[config.mk]
export PLATFORM = sky130hd
export DESIGN_NAME = fan_tach_rpm_meter_core
export DESIGN_NICKNAME = d
export VERILOG_FILES = /design/src/sv/ftrm_pkg.sv /design/src/sv/fan_tach_rpm_meter_core.sv /design/src/sv/ftrm_ctrl.sv /design/src/sv/ftrm_dp.sv
export SDC_FILE = /design/constraint.sdc
export NUM_CORES = 1
export LEC_CHECK = 0
export ABC_AREA = 1
export BUFFER_PORTS_ARGS = -buffer_cell sky130_fd_sc_hd__buf_4
export CAP_MARGIN = 20
export CORE_MARGIN = 2
export CORE_UTILIZATION = 60
export DETAILED_ROUTE_END_ITERATION = 12
export GPL_TIMING_DRIVEN = 0
export PLACE_DENSITY = 0.75
export SETUP_SLACK_MARGIN = 0.1
export SYNTH_ARGS = -nofsm -noshare
export SYNTH_HDL_FRONTEND = slang
export SYNTH_HIERARCHICAL = 1
export SYNTH_SLANG_ARGS = --single-unit
[constraint.sdc]
create_clock -name clk_i -period 8.7 [get_ports clk_i]
set_clock_uncertainty 0.2 [all_clocks]
set_input_delay 0.435 -clock clk_i [delete_from_list [all_inputs] [get_ports clk_i]]
set_output_delay 0.435 -clock clk_i [all_outputs]
set_load 0.005 [all_outputs]
[src/sv/ftrm_pkg.sv]
`timescale 1ns / 1ps
// ----------------------------------------------------------------------------
// ftrm_pkg
// Shared types and constants for the fan tachometer rpm meter.
// ----------------------------------------------------------------------------
package ftrm_pkg;

  // Item kinds on the input channel
  localparam logic CMD_PULSE = 1'b0;
  localparam logic CMD_TICK  = 1'b1;

  // Configuration register indexes
  localparam int unsigned CFG_IDX_W = 1;
  localparam logic [CFG_IDX_W-1:0] CFG_PERIOD_TICKS   = 1'b0;
  localparam logic [CFG_IDX_W-1:0] CFG_PERIOD_SECONDS = 1'b1;
  localparam int unsigned CFG_DATA_W = 16;

  // Field widths
  localparam int unsigned CNT_W  = 16;
  localparam int unsigned TICK_W = 16;
  localparam int unsigned SEC_W  = 8;
  localparam int unsigned RPM_W  = 16;

  // Dividend is (count / 2) * 60, which fits in 21 bits
  localparam int unsigned DIVD_W    = 21;
  localparam int unsigned DIV_STEPS = DIVD_W;
  localparam int unsigned STEP_W    = 5;

  localparam logic [TICK_W-1:0] PERIOD_TICKS_RST   = 16'd100;
  localparam logic [SEC_W-1:0]  PERIOD_SECONDS_RST = 8'd1;

  // Controller states, one-hot
  typedef enum logic [3:0] {
    ST_IDLE = 4'b0001,
    ST_LOAD = 4'b0010,
    ST_DIV  = 4'b0100,
    ST_EMIT = 4'b1000
  } state_e;

  // Commands from controller to datapath
  typedef struct packed {
    logic pulse;        // count a tach pulse
    logic tick_adv;     // advance the period counter
    logic period_done;  // clear period counter, select fan 0
    logic div_load;     // load divider for the selected fan
    logic div_step;     // one restoring divide step
    logic emit;         // load output register, clear fan counter
    logic next_fan;     // select the following fan
  } ctrl_cmd_t;

  // Status from datapath to controller
  typedef struct packed {
    logic period_end;   // a tick now would end the period
    logic out_free;     // output register can take a word
    logic last_fan;     // selected fan is the last one
  } dp_status_t;

endpackage

[src/sv/fan_tach_rpm_meter_core.sv]
`timescale 1ns / 1ps
// ----------------------------------------------------------------------------
// fan_tach_rpm_meter_core
// Per-fan tach pulse counting with rpm report for every fan at period end.
// ----------------------------------------------------------------------------
//  channel | signals                                         | direction
//  --------+-------------------------------------------------+----------
//  in      | in_valid_i, in_stall_o, cmd_i, fan_i             | into block
//  out     | out_valid_o, out_stall_i, fan_id_o, rpm_o,       | out of block
//          | pulse_count_o, last_o                            |
//  cfg     | cfg_valid_i, cfg_ready_o, cfg_index_i, cfg_data_i | into block
//
//  A tick that ends the period walks every fan in turn: a load, the
//  DIV_STEPS steps of the bit-serial restoring divider, then an emit.
//  Emit waits while the output register holds an untaken word.
//  Reset clears counters and loads the register defaults; no clearing pass.
// ----------------------------------------------------------------------------
module fan_tach_rpm_meter_core #(
  parameter int unsigned FAN_COUNT = 2
) (
  input  logic                             clk_i,
  input  logic                             rst_ni,
  input  logic                             in_valid_i,
  output logic                             in_stall_o,
  input  logic                             cmd_i,
  input  logic                             fan_i,
  output logic                             out_valid_o,
  input  logic                             out_stall_i,
  output logic                             fan_id_o,
  output logic [ftrm_pkg::RPM_W-1:0]       rpm_o,
  output logic [ftrm_pkg::CNT_W-1:0]       pulse_count_o,
  output logic                             last_o,
  input  logic                             cfg_valid_i,
  output logic                             cfg_ready_o,
  input  logic [ftrm_pkg::CFG_IDX_W-1:0]   cfg_index_i,
  input  logic [ftrm_pkg::CFG_DATA_W-1:0]  cfg_data_i
);
  import ftrm_pkg::*;

  ctrl_cmd_t  cmd;
  dp_status_t status;
  logic       cfg_we;

  // Registers are only written while idle
  assign cfg_ready_o = !in_stall_o;
  assign cfg_we      = cfg_valid_i && cfg_ready_o;

  ftrm_ctrl u_ctrl (
    .clk_i      (clk_i),
    .rst_ni     (rst_ni),
    .in_valid_i (in_valid_i),
    .in_cmd_i   (cmd_i),
    .in_stall_o (in_stall_o),
    .status_i   (status),
    .cmd_o      (cmd)
  );

  ftrm_dp #(
    .FAN_COUNT (FAN_COUNT)
  ) u_dp (
    .clk_i         (clk_i),
    .rst_ni        (rst_ni),
    .cfg_valid_i   (cfg_we),
    .cfg_index_i   (cfg_index_i),
    .cfg_data_i    (cfg_data_i),
    .fan_i         (fan_i),
    .cmd_i         (cmd),
    .status_o      (status),
    .out_valid_o   (out_valid_o),
    .out_stall_i   (out_stall_i),
    .fan_id_o      (fan_id_o),
    .rpm_o         (rpm_o),
    .pulse_count_o (pulse_count_o),
    .last_o        (last_o)
  );

`ifndef SYNTHESIS
  // Emit never overwrites a word still waiting on the output
  a_emit_free: assert property (@(posedge clk_i) disable iff (!rst_ni)
    cmd.emit |-> (!out_valid_o || !out_stall_i))
    else $error("emit while output word pending");

  // A finished period blocks new input words
  a_period_stall: assert property (@(posedge clk_i) disable iff (!rst_ni)
    cmd.period_done |=> in_stall_o)
    else $error("input not stalled after period end");

  // After the last fan is emitted the block takes input again
  a_last_release: assert property (@(posedge clk_i) disable iff (!rst_ni)
    (cmd.emit && status.last_fan) |=> (!in_stall_o && out_valid_o && last_o))
    else $error("no release after last fan");
`endif

endmodule

[src/sv/ftrm_ctrl.sv]
`timescale 1ns / 1ps
// ----------------------------------------------------------------------------
// ftrm_ctrl
// Sequencer: takes input words, walks each fan through load, divide, emit.
// ----------------------------------------------------------------------------
module ftrm_ctrl (
  input  logic                   clk_i,
  input  logic                   rst_ni,
  input  logic                   in_valid_i,
  input  logic                   in_cmd_i,
  output logic                   in_stall_o,
  input  ftrm_pkg::dp_status_t   status_i,
  output ftrm_pkg::ctrl_cmd_t    cmd_o
);
  import ftrm_pkg::*;

  state_e            state_q, state_d;
  logic [STEP_W-1:0] step_q, step_d;
  logic              accept;

  assign in_stall_o = (state_q != ST_IDLE);
  assign accept     = in_valid_i && (state_q == ST_IDLE);

  // Next state and commands
  always_comb begin
    state_d = state_q;
    step_d  = step_q;
    cmd_o   = '0;
    unique case (state_q)
      ST_IDLE: begin
        if (accept) begin
          if (in_cmd_i == CMD_PULSE) begin
            cmd_o.pulse = 1'b1;
          end else if (status_i.period_end) begin
            cmd_o.period_done = 1'b1;
            state_d = ST_LOAD;
          end else begin
            cmd_o.tick_adv = 1'b1;
          end
        end
      end
      ST_LOAD: begin
        cmd_o.div_load = 1'b1;
        step_d  = '0;
        state_d = ST_DIV;
      end
      ST_DIV: begin
        cmd_o.div_step = 1'b1;
        step_d = step_q + 1'b1;
        if (step_q == STEP_W'(DIV_STEPS - 1)) begin
          state_d = ST_EMIT;
        end
      end
      ST_EMIT: begin
        if (status_i.out_free) begin
          cmd_o.emit = 1'b1;
          if (status_i.last_fan) begin
            state_d = ST_IDLE;
          end else begin
            cmd_o.next_fan = 1'b1;
            state_d = ST_LOAD;
          end
        end
      end
      default: begin
        state_d = ST_IDLE;
      end
    endcase
  end

  always_ff @(posedge clk_i or negedge rst_ni) begin
    if (!rst_ni) begin
      state_q <= ST_IDLE;
      step_q  <= '0;
    end else begin
      state_q <= state_d;
      step_q  <= step_d;
    end
  end

endmodule

[src/sv/ftrm_dp.sv]
`timescale 1ns / 1ps
// ----------------------------------------------------------------------------
// ftrm_dp
// Datapath: config registers, pulse and period counters, serial divider,
// output register.
// ----------------------------------------------------------------------------
module ftrm_dp #(
  parameter int unsigned FAN_COUNT = 2
) (
  input  logic                                 clk_i,
  input  logic                                 rst_ni,
  input  logic                                 cfg_valid_i,
  input  logic [ftrm_pkg::CFG_IDX_W-1:0]       cfg_index_i,
  input  logic [ftrm_pkg::CFG_DATA_W-1:0]      cfg_data_i,
  input  logic                                 fan_i,
  input  ftrm_pkg::ctrl_cmd_t                  cmd_i,
  output ftrm_pkg::dp_status_t                 status_o,
  output logic                                 out_valid_o,
  input  logic                                 out_stall_i,
  output logic                                 fan_id_o,
  output logic [ftrm_pkg::RPM_W-1:0]           rpm_o,
  output logic [ftrm_pkg::CNT_W-1:0]           pulse_count_o,
  output logic                                 last_o
);
  import ftrm_pkg::*;

  localparam int unsigned IDX_W = (FAN_COUNT > 1) ? $clog2(FAN_COUNT) : 1;

  // Configuration registers
  logic [TICK_W-1:0] period_ticks_q;
  logic [SEC_W-1:0]  period_seconds_q;

  always_ff @(posedge clk_i or negedge rst_ni) begin
    if (!rst_ni) begin
      period_ticks_q   <= PERIOD_TICKS_RST;
      period_seconds_q <= PERIOD_SECONDS_RST;
    end else if (cfg_valid_i) begin
      if (cfg_index_i == CFG_PERIOD_TICKS) begin
        period_ticks_q <= cfg_data_i[TICK_W-1:0];
      end else if (cfg_index_i == CFG_PERIOD_SECONDS) begin
        period_seconds_q <= cfg_data_i[SEC_W-1:0];
      end
    end
  end

  // Period counter; zero period acts as one, compare is reached-or-passed
  logic [TICK_W-1:0] tick_q;
  logic [TICK_W-1:0] limit;
  logic [TICK_W:0]   tick_next;

  assign limit     = (period_ticks_q == '0) ? TICK_W'(1) : period_ticks_q;
  assign tick_next = {1'b0, tick_q} + 1'b1;
  assign status_o.period_end = (tick_next >= {1'b0, limit});

  always_ff @(posedge clk_i or negedge rst_ni) begin
    if (!rst_ni) begin
      tick_q <= '0;
    end else if (cmd_i.period_done) begin
      tick_q <= '0;
    end else if (cmd_i.tick_adv) begin
      tick_q <= tick_next[TICK_W-1:0];
    end
  end

  // Fan select
  logic [IDX_W-1:0] fan_idx_q;

  assign status_o.last_fan = (fan_idx_q == IDX_W'(FAN_COUNT - 1));

  always_ff @(posedge clk_i or negedge rst_ni) begin
    if (!rst_ni) begin
      fan_idx_q <= '0;
    end else if (cmd_i.period_done) begin
      fan_idx_q <= '0;
    end else if (cmd_i.next_fan) begin
      fan_idx_q <= fan_idx_q + 1'b1;
    end
  end

  // Pulse counters, saturating; pulses for missing fans are dropped
  logic [CNT_W-1:0] cnt_q [FAN_COUNT];
  logic [CNT_W-1:0] sel_cnt;

  assign sel_cnt = cnt_q[fan_idx_q];

  always_ff @(posedge clk_i or negedge rst_ni) begin
    if (!rst_ni) begin
      for (int i = 0; i < FAN_COUNT; i++) begin
        cnt_q[i] <= '0;
      end
    end else begin
      for (int i = 0; i < FAN_COUNT; i++) begin
        if (cmd_i.emit && (32'(fan_idx_q) == i)) begin
          cnt_q[i] <= '0;
        end else if (cmd_i.pulse && (32'(fan_i) == i) && (cnt_q[i] != '1)) begin
          cnt_q[i] <= cnt_q[i] + 1'b1;
        end
      end
    end
  end

  // Restoring divider: quotient shifts in where the dividend shifts out
  logic [DIVD_W-1:0] dividend;
  logic [CNT_W-2:0]  half;
  logic [SEC_W-1:0]  divisor;
  logic [DIVD_W-1:0] quo_q, quo_d;
  logic [SEC_W-1:0]  rem_q, rem_d;
  logic [SEC_W:0]    trial;
  logic [SEC_W:0]    diff;

  assign half     = sel_cnt[CNT_W-1:1];
  assign dividend = (DIVD_W'(half) << 6) - (DIVD_W'(half) << 2);
  assign divisor  = (period_seconds_q == '0) ? SEC_W'(1) : period_seconds_q;
  assign trial    = {rem_q, quo_q[DIVD_W-1]};
  assign diff     = trial - {1'b0, divisor};

  always_comb begin
    quo_d = quo_q;
    rem_d = rem_q;
    if (cmd_i.div_load) begin
      quo_d = dividend;
      rem_d = '0;
    end else if (cmd_i.div_step) begin
      if (trial >= {1'b0, divisor}) begin
        rem_d = diff[SEC_W-1:0];
        quo_d = {quo_q[DIVD_W-2:0], 1'b1};
      end else begin
        rem_d = trial[SEC_W-1:0];
        quo_d = {quo_q[DIVD_W-2:0], 1'b0};
      end
    end
  end

  always_ff @(posedge clk_i) begin
    quo_q <= quo_d;
    rem_q <= rem_d;
  end

  // Output register
  logic             out_valid_q;
  logic [RPM_W-1:0] rpm_sat;

  assign rpm_sat = (quo_q[DIVD_W-1:RPM_W] != '0) ? '1 : quo_q[RPM_W-1:0];
  assign status_o.out_free = !out_valid_q || !out_stall_i;

  always_ff @(posedge clk_i or negedge rst_ni) begin
    if (!rst_ni) begin
      out_valid_q <= 1'b0;
    end else if (cmd_i.emit) begin
      out_valid_q <= 1'b1;
    end else if (!out_stall_i) begin
      out_valid_q <= 1'b0;
    end
  end

  always_ff @(posedge clk_i) begin
    if (cmd_i.emit) begin
      fan_id_o      <= fan_idx_q[0];
      rpm_o         <= rpm_sat;
      pulse_count_o <= sel_cnt;
      last_o        <= status_o.last_fan;
    end
  end

  assign out_valid_o = out_valid_q;

endmodule
==> results of run 1 <==
-- worst register-to-register path: cells and delay by family (launching register included) --
| kind | cells | cell delay (ns) |
|---|---|---|
| buf+inv | 3 | 0.40 |
| flops | 1 | 0.41 |
| compound gates | 3 | 0.62 |
| fa+ha+maj | 2 | 0.54 |
| simple gates | 11 | 1.98 |
-- path summary, 6_finish.rpt --
check / endpoint / from / slack, ns / depth (start not counted)
hold / removal: u_dp/out_valid_o$_DFFE_PN0P_ / out_stall_i / 0.04 / 3
setup / recovery: u_dp/tick_q[7]$_DFFE_PN0P_ / u_dp/tick_q[0]$_DFFE_PN0P_ / 4.46 / 19
max in group asynchronous: u_dp/period_seconds_q[0]$_DFFE_PN1P_ / rst_ni / 7.41 / 3
min in group asynchronous: u_dp/cnt_q[0]$_DFFE_PN0P_ / rst_ni / 0.24 / 2
setup reg to reg: u_dp/tick_q[7]$_DFFE_PN0P_ / u_dp/tick_q[0]$_DFFE_PN0P_ / 4.46 / 19
hold reg to reg: u_dp/rem_q[5]$_SDFFE_PP0P_ / u_dp/rem_q[5]$_SDFFE_PP0P_ / 0.29 / 2
-- kinds of logic (layout without fill, tap and decap cells) --
logic type | after synthesis | in the layout | share of synthesized area, %
AO/OA/AOI/OAI | 152 | 152 | 10.02
XOR/XNOR | 34 | 34 | 3.266
adder cells (fa/ha/maj) | 42 | 42 | 5.846
buffers and inverters | 207 | 304 | 9.222
flip-flops | 145 | 145 | 42.39
AND/OR/NAND/NOR | 566 | 566 | 29.26
-- layout make-up --
class                   count  area (um2)
clock buffers              23       525.5
multi-input cells         794        4417
plain buffers              21       140.1
repair buffers             65       521.8
clock inverters             9       88.84
well taps                 188       235.2
fillers                  1267        4539
flip-flops and latches    145        3865
inverters                 186       700.7
-- power by group through the flow --
stage	Combinational, mW	Clock, mW	Sequential [mW]
after floorplan	1.32	0	1.04
after global placement	1.65	0	1.07
after detailed placement	1.70	0	1.07
after CTS	1.72	0.761	1.06
after global routing	1.97	0.789	1.08
final	1.73	0.748	1.06
-- sequential cells by signal, indices dropped and copies added (netlist names), 5 cells and up --
register,count
u_dp/rem_q,8
u_dp/tick_q,16
u_dp/pulse_count_o,16
u_dp/period_ticks_q,16
u_dp/quo_q,21
u_dp/period_seconds_q,8
u_dp/rpm_o,16
u_ctrl/step_q,5
u_dp/cnt_q,32
-- through the flow --
step	total power, mW	utilization [%]	cells	hold slack (ns)	area [um2]
2_1_floorplan	2.360	-	1146	-0.06059	9117
3_3_place_gp	2.721	65.21	1394	0.2517	9803
3_5_place_dp	2.765	65.47	1397	0.2718	9842
4_1_cts	3.535	69.55	1429	0.02433	10460
5_1_grt	3.840	69.80	1431	0.04309	10490
6_report	3.546	69.80	1431	0.03721	10490
-- cell usage in the layout, fill, tap and decap left out, types with 4 or more instances in the layout --
| master | synthesis | layout |
|---|---|---|
| dfrtp_1 | 78 | 78 |
| buf_4 | 2 | 62 |
| o21ai_2 | 27 | 27 |
| inv_2 | 10 | 10 |
| nor3_1 | 29 | 28 |
| nand2_1 | 287 | 287 |
| nand3_2 | 10 | 10 |
| nand4_1 | 12 | 12 |
| clkbuf_1 | 7 | 8 |
| clkbuf_16 | 0 | 20 |
| xor2_1 | 28 | 28 |
| dfstp_2 | 5 | 5 |
| nor2_4 | 6 | 6 |
| a21oi_1 | 42 | 42 |
| nand3_1 | 83 | 83 |
| ha_1 | 41 | 41 |
| o21bai_1 | 6 | 6 |
| o22ai_1 | 7 | 7 |
| buf_2 | 4 | 4 |
| xnor2_1 | 6 | 6 |
| edfxtp_1 | 54 | 54 |
| nor4_1 | 7 | 7 |
| inv_4 | 1 | 4 |
| buf_6 | 5 | 8 |
| inv_1 | 174 | 174 |
| nand3b_1 | 12 | 12 |
| or2_2 | 5 | 5 |
| nand2_2 | 16 | 16 |
| nor2_2 | 6 | 6 |
| nor2_1 | 75 | 75 |
| dfxtp_1 | 8 | 8 |
| o21ai_1 | 8 | 8 |
| o21ai_0 | 54 | 54 |
-- Yosys cell counts, types with 7 or more instances --
| master | count | area share (%) |
|---|---|---|
| nand3_1 | 83 | 4.6 |
| clkbuf_1 | 7 | 0.29 |
| xor2_1 | 28 | 2.7 |
| o21ai_2 | 27 | 2.6 |
| nand3b_1 | 12 | 0.99 |
| nand4_1 | 12 | 0.82 |
| nand2_1 | 287 | 12 |
| o21ai_0 | 54 | 3.0 |
| o21ai_1 | 8 | 0.44 |
| edfxtp_1 | 54 | 18 |
| inv_2 | 10 | 0.41 |
| nor2_1 | 75 | 3.1 |
| inv_1 | 174 | 7.2 |
| nor4_1 | 7 | 0.48 |
| a21oi_1 | 42 | 2.3 |
| nand3_2 | 10 | 1.1 |
| dfxtp_1 | 8 | 1.8 |
| dfrtp_1 | 78 | 21 |
| ha_1 | 41 | 5.6 |
| nor3_1 | 29 | 1.6 |
| nand2_2 | 16 | 1.1 |
| o22ai_1 | 7 | 0.48 |
-- per-layer routing --
layer  GRT usage (%)  vias to the layer above
met3           4.104                       45
met2           45.33                      213
met4           9.632                        0
li1                -                     3912
met5               0                        -
met1           35.19                     3650
-- what timing repair did --
action,in CTS,in global routing
hold endpoints to repair,0,19
setup endpoints to repair,0,0
hold buffers,0,1
==> metrics, run 1 <==
Highest Clock Rate 0.2356 GHz; Crit. End Element flip-flop; CTS max path bufs 2; Clk network pwr share 21.1%; Clock Pin Slew Worst Setup and Hold Paths 0.06 ns; clock insertion delay at the later pin of the skew report 0.43 ns; initial antenna violation count 0; Netlist Area Pre-Place 9117 um2; worst path required time 8.83 ns; RSZ-0062 raised after global routing false; Crit Path Max Fanout 10; Synth Flop Type dfrtp_1; CTS tree done; final worst-path cycle share 48.78%; Pint 2.001 mW; via count 7820; post-CTS sizing 0; crit-path cells ha_1 > nand3_1 > nor2_1 > nor2_1 > a21oi_1 > ha_1 > nand2_1 > inv_1 > o21ai_0 > nand2_1 > nor2_1 > nor2_1 > nor2_1 > nand3_1 > nor3b_2 > inv_1 > nor2_1 > inv_1 > o21ai_0; WP data arrival 4.38 ns; setup repair bufs after CTS 0; ratio of cells with drive above 1 in the final layout 16.81%; DR WL met2 10190 um; input/output buffers 60; outcome finished, final reports clean; P&R area growth vs syn 15.10%; number of synthesized flops with an enable pin 54; Num CTS Buffers 17; final net count 1296; slowest stage delay, CP 0.58 ns; Max Cap Viol 0; ANT cells 0; routed wire length per instance 14.46 um; Met1 Wirelength 9192 um; Post-DRT Antenna Nets 0; cells after synthesis 1146; clock root cell clkbuf_16; Cell variety after synth 50; Seq cells post-synth 145; CP top delay family simple AND/OR/NAND/NOR gates; Startpoint Class flip-flop; syn_nets 1212; # clock sinks 145; ys async rst share 57.24%; uppermost routed layer met4; # IOs 61; Final Hold Viols 0; Worst-Margin Slew 1.012 ns; maximum VDD drop 0.1775 mV; detailed placer's ending HPWL 15400 um; switching share of power 43.56%; gr ovfl total 0; Die H 127.3 um; Slew HR 32.44%; Detailed Route WL 20690 um; Psw 1.544 mW; power per standard cell area 337.9 nW/um2; gr usage total 26.79%; worst path bufs/invs 3; Routed met3 length 859 um; vias per inst 5.465; slowest stage cell, crit path nor2_1; min Tclk post-route 4.244 ns; Sequential Power Share 30.0%; initial core utilization 60.65%; Starting DRT DRC Count 646; Leak 5.066 nW; Most common cell on crit path nor2_1; Core ar. 15030 um2; Synth Area per Inst 7.956 um2; die area 16200 um2; YS warnings 6; Worst Setup Slack post-DPL 4.618 ns; worst setup path class flip-flop to flip-flop; CTS HTree Levels 4; # DRC 0; setup TNS 0 ns; sequential cell area fraction in the yosys report 42.39%; Placer Congestion 0.9495; post-route setup slack 4.456 ns; Die Span X 127.3 um; Initial DRT Pass Iterations 6; Comb power frac 48.9%; Rows 45; largest net degree at the start of global routing 84; fin. max-slew vios 0; HP Class input pin to flip-flop; vias in the first global route 7389; final setup violating endpoints 0; global-route wire length before repair 34820 um
No activity file was read; power rests on OpenSTA's default activity.
==> run 2, diff against run 1 <==
- ABC_AREA: 1 -> 0
- CORE_UTILIZATION: 60 -> 55
- PLACE_DENSITY: 0.75 -> 0.73
- clock period: 8.7 -> 3.8 ns (I/O delays scaled with it)
==> metrics, run 2 <==
outcome finished, violations left; failing checks setup timing; PnR Total Power 4.872 mW (+37%); # clock sinks 145 (unchanged); P&R area growth vs syn 22.80%; final setup violating endpoints 12 (+12); vias in the first global route 6694 (-9.4%); clock insertion delay at the later pin of the skew report 0.43 ns (about the same); final core utilization 69.44% (-0.37 points); Non-Filler Instances 1148 (-20%); vias per inst 6.015 (+10%); largest registers u_dp/cnt_q: 32 flops, u_dp/quo_q: 21 flops; Core ar. 14640 um2 (-2.6%); global-route wire length before repair 32320 um (-7.2%); ys async rst share 57.24% (unchanged); ANT cells 0 (unchanged); Crit. End Element flip-flop; Most flops, register u_dp/cnt_q; Clock Pin Slew Worst Setup and Hold Paths 0.06 ns (about the same); Synth Flop Type dfrtp_1; Simple-Gate Fraction of Synth Area 18.90% (-10 points); largest net degree at the start of global routing 84 (unchanged); Final Cell Area 10170 um2 (-3.1%); compound-gate portion of the synthesized area 12.03% (+2.0 points); Netlist Area Pre-Place 8280 um2 (-9.2%); critical hold path startpoint fan_i; Rows 44 (-2.2%); Most common cell on crit path a21o_1; worst path bufs/invs 0 (-3); Final Hold Viols 0 (unchanged); sequential cell area fraction in the yosys report 46.68% (+4.3 points); number of synthesized flops with an enable pin 54 (unchanged); slowest stage delay, CP 0.41 ns (-0.17 ns); r2r setup slk -0.15 ns (-4.60 ns); placed insts 1078 (-23%); Num CTS Buffers 17 (unchanged); detailed placer's ending HPWL 14140 um (-8.2%); Min-Delay Endpoint u_dp/cnt_q[8]$_DFFE_PN0P_; hold depth 6 (+3); Detailed Route WL 20020 um (-3.2%); Starting DRT DRC Count 486 (-25%); Die Span X 126.7 um (-0.45%); dpl cell area 9055 um2 (-8.0%); slowest stage cell, crit path dfrtp_1; ratio of cells with drive above 1 in the final layout 18.98% (+2.2 points); post-route setup slack -0.1452 ns (-4.601 ns); worst path required time 3.96 ns (-4.87 ns); leading cell type in the layout, fill and taps excluded nor2_1; CP top delay family simple AND/OR/NAND/NOR gates; routed wire length per instance 17.44 um (+21%); die area 16050 um2 (-0.89%); Max Cap Viol 0 (unchanged); capturing point of the worst reg2reg path u_dp/tick_q[15]$_DFFE_PN0P_; CTS HTree Levels 4 (unchanged); Leak 4.484 nW (-11%); Startpoint Class flip-flop; HP Class input pin to flip-flop; Synth top cells by count nor2_1, dfrtp_1, nand2_1, edfxtp_1, inv_1; initial antenna violation count 0 (unchanged); # DRC 0 (unchanged); initial core utilization 56.54% (-4.1 points); most frequent cells in the layout nor2_1, buf_4, dfrtp_1; RR Startpoint u_dp/tick_q[1]$_DFFE_PN0P_; cells after synthesis 832 (-27%); mux cell area share after synthesis 4.896% (+4.9 points); worst reg2reg path depth 16 (-3); syn_nets 898 (-26%); Cell variety after synth 67 (+34%); power per standard cell area 479.1 nW/um2 (+42%); Placer Congestion 0.9334 (-1.7%); via count 6905 (-12%); max FFs per register 32 (unchanged); CTS tree done; clock root cell clkbuf_16; WP data arrival 4.10 ns (-0.28 ns); YS warnings 6 (unchanged); Worst Setup Slack post-DPL -0.7103 ns (-5.328 ns); Initial DRT Pass Iterations 5 (-1); fin. max-slew vios 0 (unchanged); Post-DRT Antenna Nets 0 (unchanged); min Tclk post-route 3.945 ns (-0.2991 ns); Seq cells post-synth 145 (unchanged); Synth Area per Inst 9.952 um2 (+25%); worst setup path class flip-flop to flip-flop; Die H 126.7 um (-0.45%); largest area contributor in the netlist dfrtp_1; RSZ-0062 raised after global routing true; largest family of logic cells by synthesized area simple AND/OR/NAND/NOR gates; Synth Area in XOR/XNOR 6.981% (+3.7 points); gr ovfl total 0 (unchanged); Synth Area in Adders 6.437% (+0.59 points); crit-path cells ha_4 > nand3_4 > nor3_4 > and3_4 > xor2_2 > ha_1 > a21o_1 > a21o_1 > a221o_1 > a32oi_1 > nand2_1 > a41o_2 > nor3b_4 > nand4_1 > or3_1 > a21oi_1; Area contributors post-synth dfrtp_1, edfxtp_1, ha_1; cell with the most instances after synthesis nor2_1; input/output buffers 60 (unchanged); Slew HR 31.66% (-0.78 points); gr usage total 25.27% (-1.5 points); Worst-Margin Slew 0.9993 ns (-0.01299 ns); Highest Clock Rate 0.2535 GHz (+7.6%); final net count 1017 (-22%); maximum VDD drop 0.3083 mV (+74%); Crit Path Max Fanout 4 (-6); CTS max path bufs 2 (unchanged); # IOs 61 (unchanged); top cell type's share of synthesized area 23.57% (+2.2 points); final worst-path cycle share 103.8% (+55 points)
-- run 2: area by class of cell --
| class | instances | area (um2) |
|---|---|---|
| multi-input combinational | 603 | 4267 |
| clock inverter | 9 | 77.57 |
| clock buffer | 23 | 510.5 |
| tap | 184 | 230.2 |
| sequential | 145 | 3870 |
| buffer | 32 | 176.4 |
| timing repair buffer | 101 | 840.8 |
| inverter | 51 | 196.4 |
| fill | 1076 | 4476 |
-- run 2: through the flow --
| step | setup TNS [ns] | hold slack (ns) |
|---|---|---|
| floorplan | 0 | -0.3056 |
| CTS | -0.08353 | 0.1102 |
| finish | -0.5677 | 0.1201 |
| detailed placement | -8.897 | 0.2041 |
| global route | -2.396 | 0.1822 |
| global placement | -10.78 | 0.2096 |
-- run 2: kinds of logic (layout without fill, tap and decap cells) --
group                      after synthesis  after routing
and+or+nand+nor                        310            310
buffers and inverters                   84            216
muxes                                   38             38
AOI/OAI and AO/OA                      147            147
DFF                                    145            145
adders and majority gates               42             42
xor gates and xnor gates                66             66
-- run 2: what timing repair did --
item,4_1_cts,5_1_grt
gates resized for setup,27,20
hold buffers,21,1
endpoints found under the hold margin,104,11
endpoints found under the setup margin,28,20
pin swaps,14,2
setup buffers,11,5
-- run 2: routing by layer --
metal  vias up  GRT usage, %  routed length (um)
met1      3363         31.63                8361
met5         -             0                   0
met2       244         43.94               10110
li1       3247             -                   -
met3        51         4.766                1025
met4         0         9.244                 520
-- run 2: tightest hold or removal path, stage by stage --
cell and delay, ns:
buf_4 0.12, nand2_1 0.08, nor4_1 0.08, nand2_1 0.09, xor2_1 0.07, nor2_1 0.08
-- run 2: worst max-delay path by stage --
stage / start / end / cells after the start
global route: u_dp/tick_q[1]$_DFFE_PN0P_ / u_dp/tick_q[13]$_DFFE_PN0P_ / 16
global placement: u_dp/fan_idx_q$_DFFE_PN0P_ / u_dp/quo_q[17]$_DFFE_PP_ / 13
finish: u_dp/tick_q[1]$_DFFE_PN0P_ / u_dp/tick_q[15]$_DFFE_PN0P_ / 16
CTS: u_dp/tick_q[1]$_DFFE_PN0P_ / u_dp/tick_q[13]$_DFFE_PN0P_ / 16
detailed placement: u_dp/fan_idx_q$_DFFE_PN0P_ / u_dp/quo_q[17]$_DFFE_PP_ / 13
floorplan: u_dp/tick_q[0]$_DFFE_PN0P_ / u_dp/tick_q[13]$_DFFE_PN0P_ / 16
-- run 2: power by group --
group | switching [mW] | internal (mW)
registers | 0.138 | 1.74
logic | 0.746 | 0.602
clock network | 0.639 | 1.01
==> run 3, diff against run 2 <==
- GPL_TIMING_DRIVEN: 0 -> 1
==> metrics, run 3 (synthesis results as in run 2) <==
Slew HR 41.60% (+9.9 points); gr usage total 24.54% (-0.73 points); Max Cap Viol 0 (unchanged); CTS tree done; # DRC 0 (unchanged); final core utilization 67.82% (-1.6 points); ratio of cells with drive above 1 in the final layout 18.47% (-0.51 points); CTS max path bufs 2 (unchanged); CTS HTree Levels 4 (unchanged); RSZ-0062 raised after global routing true; worst reg2reg path depth 16 (unchanged); Num CTS Buffers 17 (unchanged); Clock Pin Slew Worst Setup and Hold Paths 0.06 ns (about the same); input/output buffers 60 (unchanged); largest registers u_dp/cnt_q: 32 flops, u_dp/quo_q: 21 flops; outcome finished, final reports clean; Startpoint Class flip-flop; crit-path cells ha_4 > nand3_4 > nor3_4 > and4_4 > nand2_1 > xnor2_2 > ha_1 > and4_1 > a221o_1 > a32oi_1 > nand2_1 > a41o_1 > nor3b_2 > nand4_1 > or3_4 > a21oi_2; Most common cell on crit path nand2_1; Post-DRT Antenna Nets 0 (unchanged); final worst-path cycle share 99.96% (-3.9 points); Leak 4.442 nW (-0.93%); routed wire length per instance 16.95 um (-2.8%); final setup violating endpoints 0 (-12); clock root cell clkbuf_16; # clock sinks 145 (unchanged); setup TNS 0 ns (+0.5677 ns); Core ar. 14640 um2 (unchanged); max FFs per register 32 (unchanged); critical hold path startpoint cfg_index_i; Worst-Margin Slew 0.8739 ns (-0.1254 ns); # IOs 61 (unchanged); P&R area growth vs syn 19.95%; post-route setup slack 0.001374 ns (+0.1465 ns); Final Hold Viols 0 (unchanged); Highest Clock Rate 0.2633 GHz (+3.9%); Initial DRT Pass Iterations 5 (unchanged); clock insertion delay at the later pin of the skew report 0.42 ns (about the same); Crit Path Max Fanout 4 (unchanged); vias in the first global route 6549 (-2.2%); ANT cells 0 (unchanged); Worst Setup Slack post-DPL -0.1771 ns (+0.5332 ns); CP top delay family simple AND/OR/NAND/NOR gates; RR Startpoint u_dp/tick_q[0]$_DFFE_PN0P_; capturing point of the worst reg2reg path u_dp/tick_q[15]$_DFFE_PN0P_; slowest stage cell, crit path dfrtp_2; maximum VDD drop 0.2984 mV (-3.2%); initial antenna violation count 0 (unchanged); hold depth 5 (-1); WP data arrival 3.95 ns (-0.15 ns); HP Class input pin to flip-flop; gr ovfl total 0 (unchanged); worst path bufs/invs 0 (unchanged); global-route wire length before repair 31620 um (-2.2%); Starting DRT DRC Count 602 (+24%); Crit. End Element flip-flop; die area 16050 um2 (unchanged); most frequent cells in the layout buf_4, nor2_1, nand2_1, dfrtp_1, edfxtp_1; worst path required time 3.95 ns (about the same); via count 6616 (-4.2%); worst setup path class flip-flop to flip-flop; Die H 126.7 um (unchanged); Min-Delay Endpoint u_dp/period_ticks_q[6]$_DFFE_PN1P_; initial core utilization 56.54% (unchanged); r2r setup slk 0.001 ns (+0.15 ns); Die Span X 126.7 um (unchanged); power per standard cell area 472.6 nW/um2 (-1.4%); largest net degree at the start of global routing 84 (unchanged); vias per inst 5.876 (-2.3%); Detailed Route WL 19090 um (-4.7%); Rows 44 (unchanged); slowest stage delay, CP 0.42 ns (about the same); Most flops, register u_dp/cnt_q; min Tclk post-route 3.799 ns (-0.1465 ns); final net count 995 (-2.2%); leading cell type in the layout, fill and taps excluded buf_4; detailed placer's ending HPWL 13400 um (-5.2%); fin. max-slew vios 0 (unchanged); Placer Congestion 0.9071 (-2.8%)
-- run 3: worst max path at each step --
stage / start / to / slack [ns] / depth (start not counted)
after floorplan: u_dp/tick_q[0]$_DFFE_PN0P_ / u_dp/tick_q[13]$_DFFE_PN0P_ / 0.03 / 16
after global placement: u_dp/tick_q[0]$_DFFE_PN0P_ / u_dp/tick_q[8]$_DFFE_PN0P_ / 0.05 / 16
after detailed placement: u_dp/tick_q[0]$_DFFE_PN0P_ / u_dp/tick_q[2]$_DFFE_PN0P_ / -0.18 / 16
after CTS: u_dp/tick_q[0]$_DFFE_PN0P_ / u_dp/tick_q[15]$_DFFE_PN0P_ / 0.007 / 16
after global routing: u_dp/tick_q[0]$_DFFE_PN0P_ / u_dp/tick_q[13]$_DFFE_PN0P_ / -0.13 / 16
final: u_dp/tick_q[0]$_DFFE_PN0P_ / u_dp/tick_q[15]$_DFFE_PN0P_ / 0.001 / 16
-- run 3: what timing repair did --
item,CTS,global route
endpoints found under the hold margin,104,9
pin swaps,13,4
hold buffers,20,1
endpoints found under the setup margin,17,19
setup buffers,5,4
resized for setup,12,4
-- run 3: per-stage QoR --
step | total power [mW] | cells | instance area (um2) | hold slack (ns)
floorplan | 2.784 | 832 | 8352 | -0.3056
global placement | 3.051 | 1063 | 9040 | 0.1926
detailed placement | 3.105 | 1063 | 9040 | 0.2003
CTS | 4.682 | 1120 | 9847 | 0.05057
global route | 4.942 | 1126 | 9932 | 0.08676
finish | 4.694 | 1126 | 9932 | 0.05746
-- run 3: layout make-up --
cell class                      count  area (um2)
Sequential cell                   145        3870
Timing Repair Buffer              111       905.9
Clock buffer                       19       432.9
Clock inverter                     13       96.34
Inverter                           51       196.4
Tap cell                          184       230.2
Fill cell                        1136        4712
Multi-Input combinational cell    603        4200
-- run 3: report_power, final --
group / internal, mW / leakage, nW / switching (mW)
clock: 0.885 / 0.261 / 0.637
sequential: 1.74 / 1.58 / 0.155
combinational: 0.587 / 2.60 / 0.689
-- run 3: per-layer routing --
layer / wire length, um / track usage, %
met1: 8678 / 32.81
met2: 9281 / 40.19
met3: 824 / 5.188
met4: 303 / 8.274
met5: 0 / 0
-- run 3: worst reg2reg max path, delay by kind of cell, from the launching register on --
family | cells | cell delay (ns)
AO/OA/AOI/OAI | 4 | 0.83
adder cells (fa/ha/maj) | 2 | 0.46
AND/OR/NAND/NOR | 9 | 1.66
XOR/XNOR | 1 | 0.16
flip-flops | 1 | 0.42
